**config.mk**
```make
export PLATFORM = sky130hd
export DESIGN_NAME = glyph_layout_cursor_unit
export DESIGN_NICKNAME = d
export VERILOG_FILES = /design/src/rtl/glc_pkg.sv /design/src/rtl/glc_decode.sv /design/src/rtl/glyph_layout_cursor_unit.sv
export SDC_FILE = /design/constraint.sdc
export NUM_CORES = 1
export LEC_CHECK = 0
export ABC_AREA = 1
export BUFFER_PORTS_ARGS = -buffer_cell sky130_fd_sc_hd__clkbuf_2
export CAP_MARGIN = 20
export CORE_UTILIZATION = 54
export CTS_CLUSTER_DIAMETER = 50
export DETAILED_ROUTE_END_ITERATION = 12
export GPL_TIMING_DRIVEN = 0
export PLACE_DENSITY = 0.73
export SYNTH_ARGS = -nofsm -noshare
export SYNTH_HDL_FRONTEND = slang
export SYNTH_SLANG_ARGS = --single-unit
```
**constraint.sdc**
```tcl
create_clock -name clk -period 10.22 [get_ports clk]
set_clock_uncertainty 0.1 [all_clocks]
set_input_delay 2.044 -clock clk [delete_from_list [all_inputs] [get_ports clk]]
set_output_delay 2.044 -clock clk [all_outputs]
set_load 0.01 [all_outputs]
```
**src/rtl/glc_pkg.sv**
```systemverilog
package glc_pkg;

  // Cursor coordinate width; coordinates saturate at all ones.
  localparam int CURSOR_BITS = 16;
  localparam int SCALE_BITS  = 5;
  // Width of the cursor times scale product, never narrower than a destination field.
  localparam int PROD_W      = (CURSOR_BITS + SCALE_BITS > 20) ? CURSOR_BITS + SCALE_BITS : 20;

  typedef logic [CURSOR_BITS-1:0] cursor_t;

  // Configuration register indexes.
  localparam logic [1:0] CFG_ORIGIN_X = 2'd0;
  localparam logic [1:0] CFG_ORIGIN_Y = 2'd1;
  localparam logic [1:0] CFG_SCALE    = 2'd2;

  // Colour indexes.
  localparam logic [2:0] INK_WHITE  = 3'd0;
  localparam logic [2:0] INK_RED    = 3'd1;
  localparam logic [2:0] INK_GREEN  = 3'd2;
  localparam logic [2:0] INK_PURPLE = 3'd3;
  localparam logic [2:0] INK_BLUE   = 3'd4;
  localparam logic [2:0] INK_GRAY   = 3'd5;
  localparam logic [2:0] INK_YELLOW = 3'd6;
  localparam logic [2:0] INK_ORANGE = 3'd7;

  // Glyph used for any character without an atlas entry.
  localparam logic [6:0] GLYPH_UNKNOWN = 7'd44;

  // Cursor steps.
  localparam logic [3:0] STEP_NEWLINE = 4'd8;
  localparam logic [3:0] STEP_SPACE   = 4'd5;
  localparam logic [3:0] STEP_TAB     = 4'd10;
  localparam logic [3:0] STEP_NARROW  = 4'd6;
  localparam logic [3:0] STEP_WIDE    = 4'd8;

  localparam logic [10:0] SRC_X_BASE = 11'd480;

  typedef enum logic [2:0] {
    KIND_GLYPH,
    KIND_NEWLINE,
    KIND_SPACE,
    KIND_TAB,
    KIND_MARKER
  } kind_t;

  // Classification of one folded code point.
  typedef struct packed {
    kind_t      kind;
    logic [6:0] glyph;
    logic [2:0] color;
    logic       wide;
  } dec_t;

  typedef struct packed {
    logic [20:0] code_point;
    logic        first;
  } in_item_t;

  typedef struct packed {
    logic [6:0]  glyph_index;
    logic [10:0] src_x;
    logic [19:0] dst_x;
    logic [19:0] dst_y;
    logic [7:0]  dst_w;
    logic [6:0]  dst_h;
    logic [2:0]  color_index;
  } out_item_t;

  // Cursor addition that sticks at the largest coordinate.
  function automatic cursor_t sat_add(cursor_t a, logic [3:0] b);
    logic [CURSOR_BITS:0] sum;
    sum = {1'b0, a} + (CURSOR_BITS + 1)'(b);
    if (sum[CURSOR_BITS]) begin
      return {CURSOR_BITS{1'b1}};
    end
    return sum[CURSOR_BITS-1:0];
  endfunction

endpackage

```
**src/rtl/glc_decode.sv**
```systemverilog
module glc_decode (
  input  logic [20:0]  code_point,
  output glc_pkg::dec_t dec
);
  import glc_pkg::*;

  logic [20:0] c;

  // Fold ASCII, Cyrillic and Cyrillic extended capitals to lower case.
  always_comb begin
    c = code_point;
    if (code_point >= 21'h41 && code_point <= 21'h5A) begin
      c = code_point + 21'h20;
    end else if (code_point >= 21'h410 && code_point <= 21'h42F) begin
      c = code_point + 21'h20;
    end else if (code_point >= 21'h400 && code_point <= 21'h40F) begin
      c = code_point + 21'h50;
    end
  end

  // Control characters, colour markers and the atlas lookup.
  always_comb begin
    dec.kind  = KIND_GLYPH;
    dec.glyph = GLYPH_UNKNOWN;
    dec.color = INK_WHITE;
    dec.wide  = 1'b0;

    case (c)
      21'h0A:   dec.kind = KIND_NEWLINE;
      21'h20:   dec.kind = KIND_SPACE;
      21'h09:   dec.kind = KIND_TAB;
      21'h5C:   begin dec.kind = KIND_MARKER; dec.color = INK_RED;    end
      21'h40:   begin dec.kind = KIND_MARKER; dec.color = INK_GREEN;  end
      21'h26:   begin dec.kind = KIND_MARKER; dec.color = INK_PURPLE; end
      21'h2F:   begin dec.kind = KIND_MARKER; dec.color = INK_BLUE;   end
      21'h7C:   begin dec.kind = KIND_MARKER; dec.color = INK_GRAY;   end
      21'h60:   begin dec.kind = KIND_MARKER; dec.color = INK_YELLOW; end
      21'h7E:   begin dec.kind = KIND_MARKER; dec.color = INK_WHITE;  end
      21'h2116: begin dec.kind = KIND_MARKER; dec.color = INK_ORANGE; end
      default:  dec.kind = KIND_GLYPH;
    endcase

    // Punctuation, digits, private use symbols and letters.
    case (c)
      21'h2D, 21'h5F, 21'h2013, 21'h2014: dec.glyph = 7'd26;
      21'h22:                             dec.glyph = 7'd39;
      21'h3B:                             dec.glyph = 7'd40;
      21'h2C:                             dec.glyph = 7'd27;
      21'h31:                             dec.glyph = 7'd28;
      21'h32:                             dec.glyph = 7'd29;
      21'h33:                             dec.glyph = 7'd30;
      21'h34:                             dec.glyph = 7'd31;
      21'h35:                             dec.glyph = 7'd32;
      21'h36:                             dec.glyph = 7'd33;
      21'h37:                             dec.glyph = 7'd34;
      21'h38:                             dec.glyph = 7'd35;
      21'h39:                             dec.glyph = 7'd36;
      21'h30:                             dec.glyph = 7'd37;
      21'h21, 21'h2E:                     dec.glyph = 7'd38;
      21'h27:                             dec.glyph = 7'd39;
      21'h3A:                             dec.glyph = 7'd40;
      21'h28, 21'h5B, 21'h3C:             dec.glyph = 7'd41;
      21'h29, 21'h5D, 21'h3E:             dec.glyph = 7'd42;
      21'h25:                             dec.glyph = 7'd43;
      21'h2B:                             dec.glyph = 7'd77;
      21'hE000:                           dec.glyph = 7'd79;
      21'hE001:                           dec.glyph = 7'd77;
      21'hE002:                           dec.glyph = 7'd80;
      21'hE003, 21'hE004:                 dec.glyph = 7'd26;
      21'hE005, 21'hE007:                 dec.glyph = 7'd44;
      21'hE006:                           dec.glyph = 7'd39;
      21'hE008:                           dec.glyph = 7'd41;
      21'hE009:                           dec.glyph = 7'd42;
      21'h451:                            dec.glyph = 7'd50;
      default: begin
        if (c >= 21'd97 && c <= 21'd122) begin
          dec.glyph = 7'(c - 21'd97);
        end else if (c >= 21'h430 && c <= 21'h44F) begin
          dec.glyph = 7'(c - 21'h430 + 21'd45);
        end else begin
          dec.glyph = GLYPH_UNKNOWN;
        end
      end
    endcase

    // Glyphs that take the wider advance.
    case (c)
      21'h77, 21'h6D, 21'h78, 21'h6E,
      21'h43C, 21'h434, 21'h438, 21'h439, 21'h44E,
      21'h44C, 21'h43B, 21'h448, 21'h449, 21'h446, 21'h436: dec.wide = 1'b1;
      default: dec.wide = 1'b0;
    endcase
  end

endmodule

```
**src/rtl/glyph_layout_cursor_unit.sv**
```systemverilog
// Text label layout: one Unicode code point in, at most one blit command out.
//
// Input channel in_valid/in_ready/in_item carries the code point and a flag
// marking the first character of a label, which puts the cursor back at the
// origin and the colour to white. Output channel out_valid/out_ready/out_item
// carries a blit command (atlas glyph, source x, scaled destination rectangle,
// colour index) for every drawing character. Newline, space, tab and the
// colour markers update the cursor or colour and give no command.
//
// An item is taken into an input register, decoded and placed into the output
// register once that is free, so a command is shown from the output register.
// One item per cycle is sustained while the receiver keeps up; the cursor update
// is a single saturating add done in the same cycle as the decode.
// When the receiver stalls, a drawing item waits in the input register and
// in_ready falls; non-drawing items still pass.
// Reset empties both registers, puts the cursor at zero, the colour to white,
// both origins to zero and the scale to one. The cfg port writes origin_x, origin_y
// and scale by index; the user must write only while the block is idle (not enforced).
module glyph_layout_cursor_unit (
  input  logic                clk,
  input  logic                rst,
  input  logic                in_valid,
  output logic                in_ready,
  input  glc_pkg::in_item_t   in_item,
  output logic                out_valid,
  input  logic                out_ready,
  output glc_pkg::out_item_t  out_item,
  input  logic                cfg_we,
  input  logic [1:0]          cfg_index,
  input  logic [11:0]         cfg_data
);
  import glc_pkg::*;

  logic [11:0] origin_x;
  logic [11:0] origin_y;
  logic [4:0]  scale;

  cursor_t     cursor_x;
  cursor_t     cursor_y;
  logic [2:0]  current_color;
  cursor_t     cursor_x_next;
  cursor_t     cursor_y_next;
  logic [2:0]  current_color_next;

  logic        s1_valid;
  in_item_t    s1_item;
  dec_t        dec;

  cursor_t     base_x;
  cursor_t     base_y;
  logic [2:0]  base_color;
  logic [4:0]  s;
  logic        is_glyph;
  logic        out_free;
  logic        s1_adv;
  logic [PROD_W-1:0] prod_x;
  logic [PROD_W-1:0] prod_y;
  out_item_t   result;

  function automatic cursor_t in_item_first_sel(logic f, cursor_t cur, cursor_t org);
    return f ? org : cur;
  endfunction

  // Configuration registers.
  always_ff @(posedge clk) begin
    if (rst) begin
      origin_x <= '0;
      origin_y <= '0;
      scale    <= 5'd1;
    end else if (cfg_we) begin
      case (cfg_index)
        CFG_ORIGIN_X: origin_x <= cfg_data;
        CFG_ORIGIN_Y: origin_y <= cfg_data;
        CFG_SCALE:    scale    <= cfg_data[4:0];
        default:      ;
      endcase
    end
  end

  glc_decode u_decode (
    .code_point (s1_item.code_point),
    .dec        (dec)
  );

  // Handshake: a drawing item needs room in the output register.
  assign is_glyph = (dec.kind == KIND_GLYPH);
  assign out_free = !out_valid || out_ready;
  assign s1_adv   = s1_valid && (!is_glyph || out_free);
  assign in_ready = !s1_valid || s1_adv;

  // Input register.
  always_ff @(posedge clk) begin
    if (rst) begin
      s1_valid <= 1'b0;
    end else if (in_ready) begin
      s1_valid <= in_valid;
    end
  end

  always_ff @(posedge clk) begin
    if (in_ready && in_valid) begin
      s1_item <= in_item;
    end
  end

  // Start of label and scale clamp.
  always_comb begin
    base_x     = in_item_first_sel(s1_item.first, cursor_x, CURSOR_BITS'(origin_x));
    base_y     = in_item_first_sel(s1_item.first, cursor_y, CURSOR_BITS'(origin_y));
    base_color = s1_item.first ? INK_WHITE : current_color;
    if (scale == 5'd0) begin
      s = 5'd1;
    end else if (scale > 5'd16) begin
      s = 5'd16;
    end else begin
      s = scale;
    end
  end

  // Cursor and colour update.
  always_comb begin
    cursor_x_next      = base_x;
    cursor_y_next      = base_y;
    current_color_next = base_color;
    case (dec.kind)
      KIND_NEWLINE: begin
        cursor_x_next = CURSOR_BITS'(origin_x);
        cursor_y_next = sat_add(base_y, STEP_NEWLINE);
      end
      KIND_SPACE:  cursor_x_next = sat_add(base_x, STEP_SPACE);
      KIND_TAB:    cursor_x_next = sat_add(base_x, STEP_TAB);
      KIND_MARKER: current_color_next = dec.color;
      KIND_GLYPH:  cursor_x_next = sat_add(base_x, dec.wide ? STEP_WIDE : STEP_NARROW);
      default:     ;
    endcase
  end

  always_ff @(posedge clk) begin
    if (rst) begin
      cursor_x      <= '0;
      cursor_y      <= '0;
      current_color <= INK_WHITE;
    end else if (s1_adv) begin
      cursor_x      <= cursor_x_next;
      cursor_y      <= cursor_y_next;
      current_color <= current_color_next;
    end
  end

  // Blit command fields.
  always_comb begin
    prod_x             = PROD_W'(base_x) * PROD_W'(s);
    prod_y             = PROD_W'(base_y) * PROD_W'(s);
    result.glyph_index = dec.glyph;
    result.src_x       = SRC_X_BASE + {1'b0, dec.glyph, 3'b000};
    result.dst_x       = prod_x[19:0];
    result.dst_y       = prod_y[19:0];
    result.dst_w       = {s, 3'b000};
    result.dst_h       = 7'({s, 2'b00}) + 7'({s, 1'b0});
    result.color_index = base_color;
  end

  // Output register.
  always_ff @(posedge clk) begin
    if (rst) begin
      out_valid <= 1'b0;
    end else if (out_free) begin
      out_valid <= s1_valid && is_glyph;
    end
  end

  always_ff @(posedge clk) begin
    if (out_free && s1_valid && is_glyph) begin
      out_item <= result;
    end
  end

endmodule

```
After elaboration in Yosys (flattened, before gate mapping)
Index checks and enable logic that the tools add are counted.
Cells by class
  $add $sub $neg: 11
  multipliers: 2
  divide/modulo/power cells: 0
  order comparisons: 11
  equal/unequal tests: 72
  shifts and indexed selects: 0
  mux-type cells: 34
  bitwise gates (word level): 0
  reductions and logical operators: 32
Operators with widths (count)
  21-bit by 6-bit == test with 1-bit output, second input constant: 27
  21-bit by 11-bit == test with 1-bit output, second input constant: 12
  21-bit by 7-bit == test with 1-bit output, second input constant: 12
  21-bit by 16-bit == test with 1-bit output, second input constant: 10
  16-bit two-way mux: 11
  7-bit one-hot mux with 23 select lines: 1
  16-bit one-hot mux with 4 select lines: 1
  21-bit by 14-bit == test with 1-bit output, second input constant: 3
  21-bit by 11-bit >= comparator with 1-bit output, second input constant: 3
  21-bit by 11-bit <= comparator with 1-bit output, second input constant: 3
  21-bit two-way mux: 3
  21-bit by 4-bit == test with 1-bit output, second input constant: 2
  21-bit by 7-bit >= comparator with 1-bit output, second input constant: 2
  21-bit by 7-bit <= comparator with 1-bit output, second input constant: 2
  16-bit by 5-bit multiplier with 20-bit output: 2
  16-bit by 4-bit adder with 17-bit output, second input constant: 2
  21-bit by 6-bit adder with 21-bit output, second input constant: 1
  21-bit by 7-bit adder with 21-bit output, second input constant: 1
  3-bit one-hot mux with 7 select lines: 1
  16-bit by 3-bit adder with 17-bit output, second input constant: 1
  16-bit by 4-bit adder with 17-bit output: 1
  15-bit OR reduction: 1
  7-bit two-way mux: 2
  3-bit one-hot mux with 4 select lines: 1
  27 further kinds: 57
Storage, ports and cells
  register bits: 161
  bits in latches: 0
  RAM bits: 0
  bits in read-only memories: 0
  input bits: 41
  output and inout port bits: 78
  logic and storage cells: 179
  memories: 0

Logic depth before layout (Yosys ltp)
  depth after elaboration: 14
  gate-level depth with buffers: 35
  gate-level depth less buffers: 35

Hierarchy
From an unflattened synthesis, not the netlist that was laid out.
Unflattened totals
  cells, all modules: 1988
  area, all modules: 14833.0 µm²
By module, submodules not included
  glyph_layout_cursor_unit: times used 1, cells an instance 1578, area each 12389.4 µm², seq. area each 3963.8 µm²
  glc_decode: times used 1, cells an instance 410, area each 2443.6 µm², seq. area each 0.0 µm²

Worst setup path after synthesis
Ideal clock, no wire load.
  path kind: register to register
  start point: reg s1_item[0] (netlist bit)
  end point: reg out_item[37] (netlist bit), data pin
  library setup time: 0.260 ns
  arrival: 5.512 ns
  required time: 9.860 ns
  setup slack: 4.348 ns
  cell stages (with the launch flop): 26
  buffers on the path: 4
  period minus slack after synthesis: 5.872 ns
  path through: edfxtp_1 -> clkbuf_1 -> clkbuf_1 -> clkbuf_1 -> clkbuf_1 -> o21ai_0 -> or2_2 -> fa_1 -> fa_1 -> fa_1 -> inv_1 -> ha_1 -> a21oi_1 -> o21ai_0 -> a21oi_1 -> o21ai_0 -> a21oi_1 -> o21bai_1 -> a21oi_1 -> o21bai_1 -> nand3_1 -> o21bai_1 -> a21oi_1 -> nor2_1 -> nor2_1 -> xnor2_1
On the way
  cells in the longest elaborated chain, start to end: 2
Ends and longest elaborated chain
  from (decl): line glyph_layout_cursor_unit.sv:46  | in_item_t s1_item;
  from (signal assigned): line glyph_layout_cursor_unit.sv:102  | s1_item <= in_item;
  16-bit two-way mux: line glyph_layout_cursor_unit.sv:61  | return f ? org : cur;
  16-bit by 5-bit multiplier with 20-bit output: line glyph_layout_cursor_unit.sv:153  | prod_y = PROD_W'(base_y) * PROD_W'(s);
  via prod_y[19]: line glyph_layout_cursor_unit.sv:57  | logic [PROD_W-1:0] prod_y;
  to (signal assigned): line glyph_layout_cursor_unit.sv:174  | out_item <= result;
  to (decl): line glyph_layout_cursor_unit.sv:27  | output glc_pkg::out_item_t out_item,
The timed path passes the listed nets, and every way through them passes these cells.
A chain may end at the register's enable or synchronous reset.

Final worst setup path
Ends and elaborated chain as after synthesis.

==> impl_metrics.json <==
{
  "timing.max_cap.violations": 0,
  "fillCellCount": 2411,
  "detail_route.first_pass.iterations": 7,
  "preCtsSetupSlack_ns": 3.059,
  "slew_limit_headroom_pct": 22.48,
  "cts_inserted_buffers": 17,
  "syn_avg_cell_area_um2": 7.480,
  "yosysSeqAreaShare_pct": 27.58,
  "synth-seq-cells": 154,
  "drt-initial-drc-count": 1325,
  "io_pins": 119,
  "netlist_instances": 1921,
  "final_layout_size_suffix_gt1_share_pct": 13.61,
  "cts_tree": "built",
  "io_buffers": 110,
  "num_antenna_cells": 0,
  "first_global_vias": 12945,
  "r2r_start": "s1_item[0]$_DFFE_PP_",
  "critical_path_arrival_ns": 7.35,
  "grt_setup_unrepaired": "no",
  "post_cts_buffers": 0,
  "drc": 0,
  "worst_r2r_endpoint": "out_item[37]$_DFFE_PP_",
  "max_clock_freq_ghz": 0.1378,
  "multi_input_area_um2": 9055,
  "critical-path-top-cell-by-count": "sky130_fd_sc_hd__a21oi_1",
  "cts.path.max_buffers": 2,
  "detail_route.wirelength_um": 44050,
  "setup-violations-final": 0,
  "globalRouteTotalUtil_pct": 33.47,
  "cts_hold_buf": 0,
  "layout_worst_path_cycle_share_pct": 70.99,
  "htreeDepth": 4,
  "area_growth_syn_to_layout_pct": 11.60,
  "slowest_cell_on_the_critical_path": "sky130_fd_sc_hd__clkbuf_1",
  "dp_hpwl_um": 34220,
  "synth.top_cells.by_area": "sky130_fd_sc_hd__edfxtp_1 (18%), sky130_fd_sc_hd__fa_1 (12%), sky130_fd_sc_hd__nand2_1 (9.7%), sky130_fd_sc_hd__dfxtp_1 (9.2%), sky130_fd_sc_hd__ha_1 (7.1%)",
  "core_area_um2": 26060,
  "worst_hold_path_type": "reg2reg",
  "antenna_left": 0,
  "rows": 59,
  "path_clk_slew_ns": 0.08,
  "crit_path_required_time_ns": 10.31,
  "report.final.hold_viol_count": 0,
  "cts_resized": 0,
  "tritoncts_num_sinks": 154,
  "start_util_pct": 55.14,
  "async_flop_share_pct": 0,
  "setup_slack_ns": 2.965,
  "pin_count_of_the_biggest_net_entering_global_routing": 35,
  "ctsRootBufferMaster": "sky130_fd_sc_hd__clkbuf_16",
  "grt_pass1_wl_um": 69430,
  "critical_path.n_buffers_inverters": 5,
  "timing.reg2reg.setup_slack_ns": 2.97,
  "finish.net_count": 2266,
  "number_of_library_cell_types_mapped_by_synthesis": 58,
  "timing_worst_setup_path_type": "reg2reg",
  "insertion_delay_ns": 0.45,
  "grt_overflow_total": 0,
  "die_area_um2": 27270,
  "regArea_um2": 3964,
  "power.total_uw": 1765,
  "leakage_uw": 0.007720,
  "gp_routability_congestion": 0.9616,
  "post_drt_via_cell_ratio": 5.604,
  "timing_max_transition_violations_final": 0,
  "timing_worst_slew_pin_value_ns": 1.158,
  "critPathMaxStageDelay_ns": 0.59,
  "post_drt_wl_per_cell_um": 18.30,
  "peak_ir_drop_on_the_vdd_network_v": 0.00008547,
  "setup.worst_path.end_class": "register",
  "synth-edff-count": 88,
  "synth_top_flop_cell": "sky130_fd_sc_hd__edfxtp_1",
  "timing.critical_path.from_type": "register",
  "height_of_the_die_um": 165.1,
  "finish.utilization_pct": 61.54,
  "antenna_found_initial": 0,
  "synth.top_cell.area_share_pct": 18.39,
  "leading_area_contributor_after_synthesis": "sky130_fd_sc_hd__edfxtp_1",
  "final.setup.tns_ns": 0,
  "run_status": "completed",
  "cellPowerDensity_nw_per_um2": 110.1,
  "mostFrequentLayoutCell": "sky130_fd_sc_hd__nand2_1",
  "layout_common_cells": "sky130_fd_sc_hd__nand2_1 (372), sky130_fd_sc_hd__nor2_1 (267), sky130_fd_sc_hd__inv_1 (266)",
  "holdPathEnd": "cursor_y[9]$_SDFFE_PP0P_",
  "ff2ff_path_depth": 25,
  "final_min_period_ns": 7.255,
  "via_count": 13488,
  "post_synth_instance_area_um2": 14370,
  "yosys_warnings": 0,
  "crit_fanout": 10,
  "whs_path_depth": 2,
  "hp-start": "cursor_y[9]$_SDFFE_PP0P_",
  "worst_path_dominant_cell_family": "compound AO/OA/AOI/OAI gates",
  "die-width_um": 165.1
}
## cells in the mapped netlist (all sizes together), types with 4 or more instances
library cell and count:
nand2 410, nor2 290, inv 277, o21ai 140
a21oi 121, nand3 97, edfxtp 88, fa 84
ha 82, dfxtp 66, xor2 58, nand4 46
clkbuf 43, nor3 26, buf 22, or2 16
xnor2 9, o21bai 8, nor4 5, a22oi 4
o2111ai 4
## cells by family (layout without fill, tap and decap cells)
family | Yosys count | after routing | share of synthesized area [%]
XOR/XNOR | 67 | 67 | 4.084
other | 1 | 7 | 0.02610
flip-flops | 154 | 154 | 27.58
AND/OR/NAND/NOR | 896 | 896 | 28.45
adder cells (fa/ha/maj) | 166 | 166 | 18.84
buffers and inverters | 345 | 490 | 9.656
AO/OA/AOI/OAI | 292 | 292 | 11.36
## flip-flops by register name (all words and copies together), names as in the netlist
name           cells
cursor_x          16
origin_x          12
current_color      3
s1_valid           1
scale              5
out_valid          1
s1_item           22
origin_y          12
out_item          66
cursor_y          16
## worst reg2reg max path, stage by stage (launching register included)
cell	delay, ns
sky130_fd_sc_hd__edfxtp_1	0.32
sky130_fd_sc_hd__clkbuf_1	0.25
sky130_fd_sc_hd__clkbuf_1	0.38
sky130_fd_sc_hd__clkbuf_1	0.43
sky130_fd_sc_hd__clkbuf_1	0.59
sky130_fd_sc_hd__o21ai_0	0.44
sky130_fd_sc_hd__or2_2	0.40
sky130_fd_sc_hd__fa_1	0.51
sky130_fd_sc_hd__fa_1	0.53
sky130_fd_sc_hd__fa_1	0.55
sky130_fd_sc_hd__inv_1	0.04
sky130_fd_sc_hd__ha_1	0.36
sky130_fd_sc_hd__a21oi_1	0.11
sky130_fd_sc_hd__o21ai_0	0.15
sky130_fd_sc_hd__a21oi_1	0.08
sky130_fd_sc_hd__o21ai_0	0.29
sky130_fd_sc_hd__a21oi_1	0.14
sky130_fd_sc_hd__o21bai_1	0.21
sky130_fd_sc_hd__a21oi_1	0.11
sky130_fd_sc_hd__o21bai_1	0.21
sky130_fd_sc_hd__nand3_1	0.15
sky130_fd_sc_hd__o21bai_1	0.24
sky130_fd_sc_hd__a21oi_1	0.11
sky130_fd_sc_hd__nor2_1	0.11
sky130_fd_sc_hd__nor2_1	0.06
sky130_fd_sc_hd__xnor2_1	0.13
## per-stage QoR
step / area, um2 / hold slack [ns] / std cells
6_report: 16040 / 0.3663 / 2407
5_1_grt: 16040 / 0.3927 / 2407
4_1_cts: 16040 / 0.3673 / 2407
3_5_place_dp: 15430 / 0.3537 / 2375
3_3_place_gp: 15360 / 0.3417 / 2372
2_1_floorplan: 14390 / 0.3303 / 1927
## layout make-up
cell class              count  share of cell area [%]
plain buffers              65                   2.068
flip-flops and latches    154                   24.72
clock inverters            14                   1.061
multi-input cells        1428                   56.46
well taps                 335                   2.614
inverters                 280                   6.585
repair buffers            113                   3.753
clock buffers              18                   2.739
## how the worst max path moves through the flow
stage	start	to	slack (ns)	depth (start not counted)
after global routing	s1_item[0]$_DFFE_PP_	out_item[37]$_DFFE_PP_	2.46	25
after global placement	s1_item[5]$_DFFE_PP_	out_item[48]$_DFFE_PP_	2.34	21
final	s1_item[0]$_DFFE_PP_	out_item[37]$_DFFE_PP_	2.97	25
after floorplan	s1_item[0]$_DFFE_PP_	out_item[37]$_DFFE_PP_	4.35	25
after detailed placement	s1_item[0]$_DFFE_PP_	out_item[37]$_DFFE_PP_	3.06	25
after CTS	s1_item[0]$_DFFE_PP_	out_item[37]$_DFFE_PP_	2.99	25
## per-layer routing
metal / vias to the layer above / part of all wire (%) / global-route usage, %
met2: 528 / 44 / 52.28
met1: 6426 / 45 / 47.77
li1: 6465 / - / -
met5: - / 0 / 0
met4: 0 / 2.7 / 10.51
met3: 69 / 7.7 / 4.446
## power breakdown
| group | leakage, uW | switching (uW) | internal, uW | total, uW |
|---|---|---|---|---|
| clock network | 0.000297 | 343 | 338 | 681 |
| registers | 0.00138 | 18.8 | 698 | 717 |
| logic | 0.00605 | 247 | 120 | 367 |
| total | 0.00772 | 609 | 1160 | 1770 |
Power figures use the tool's default switching activity.
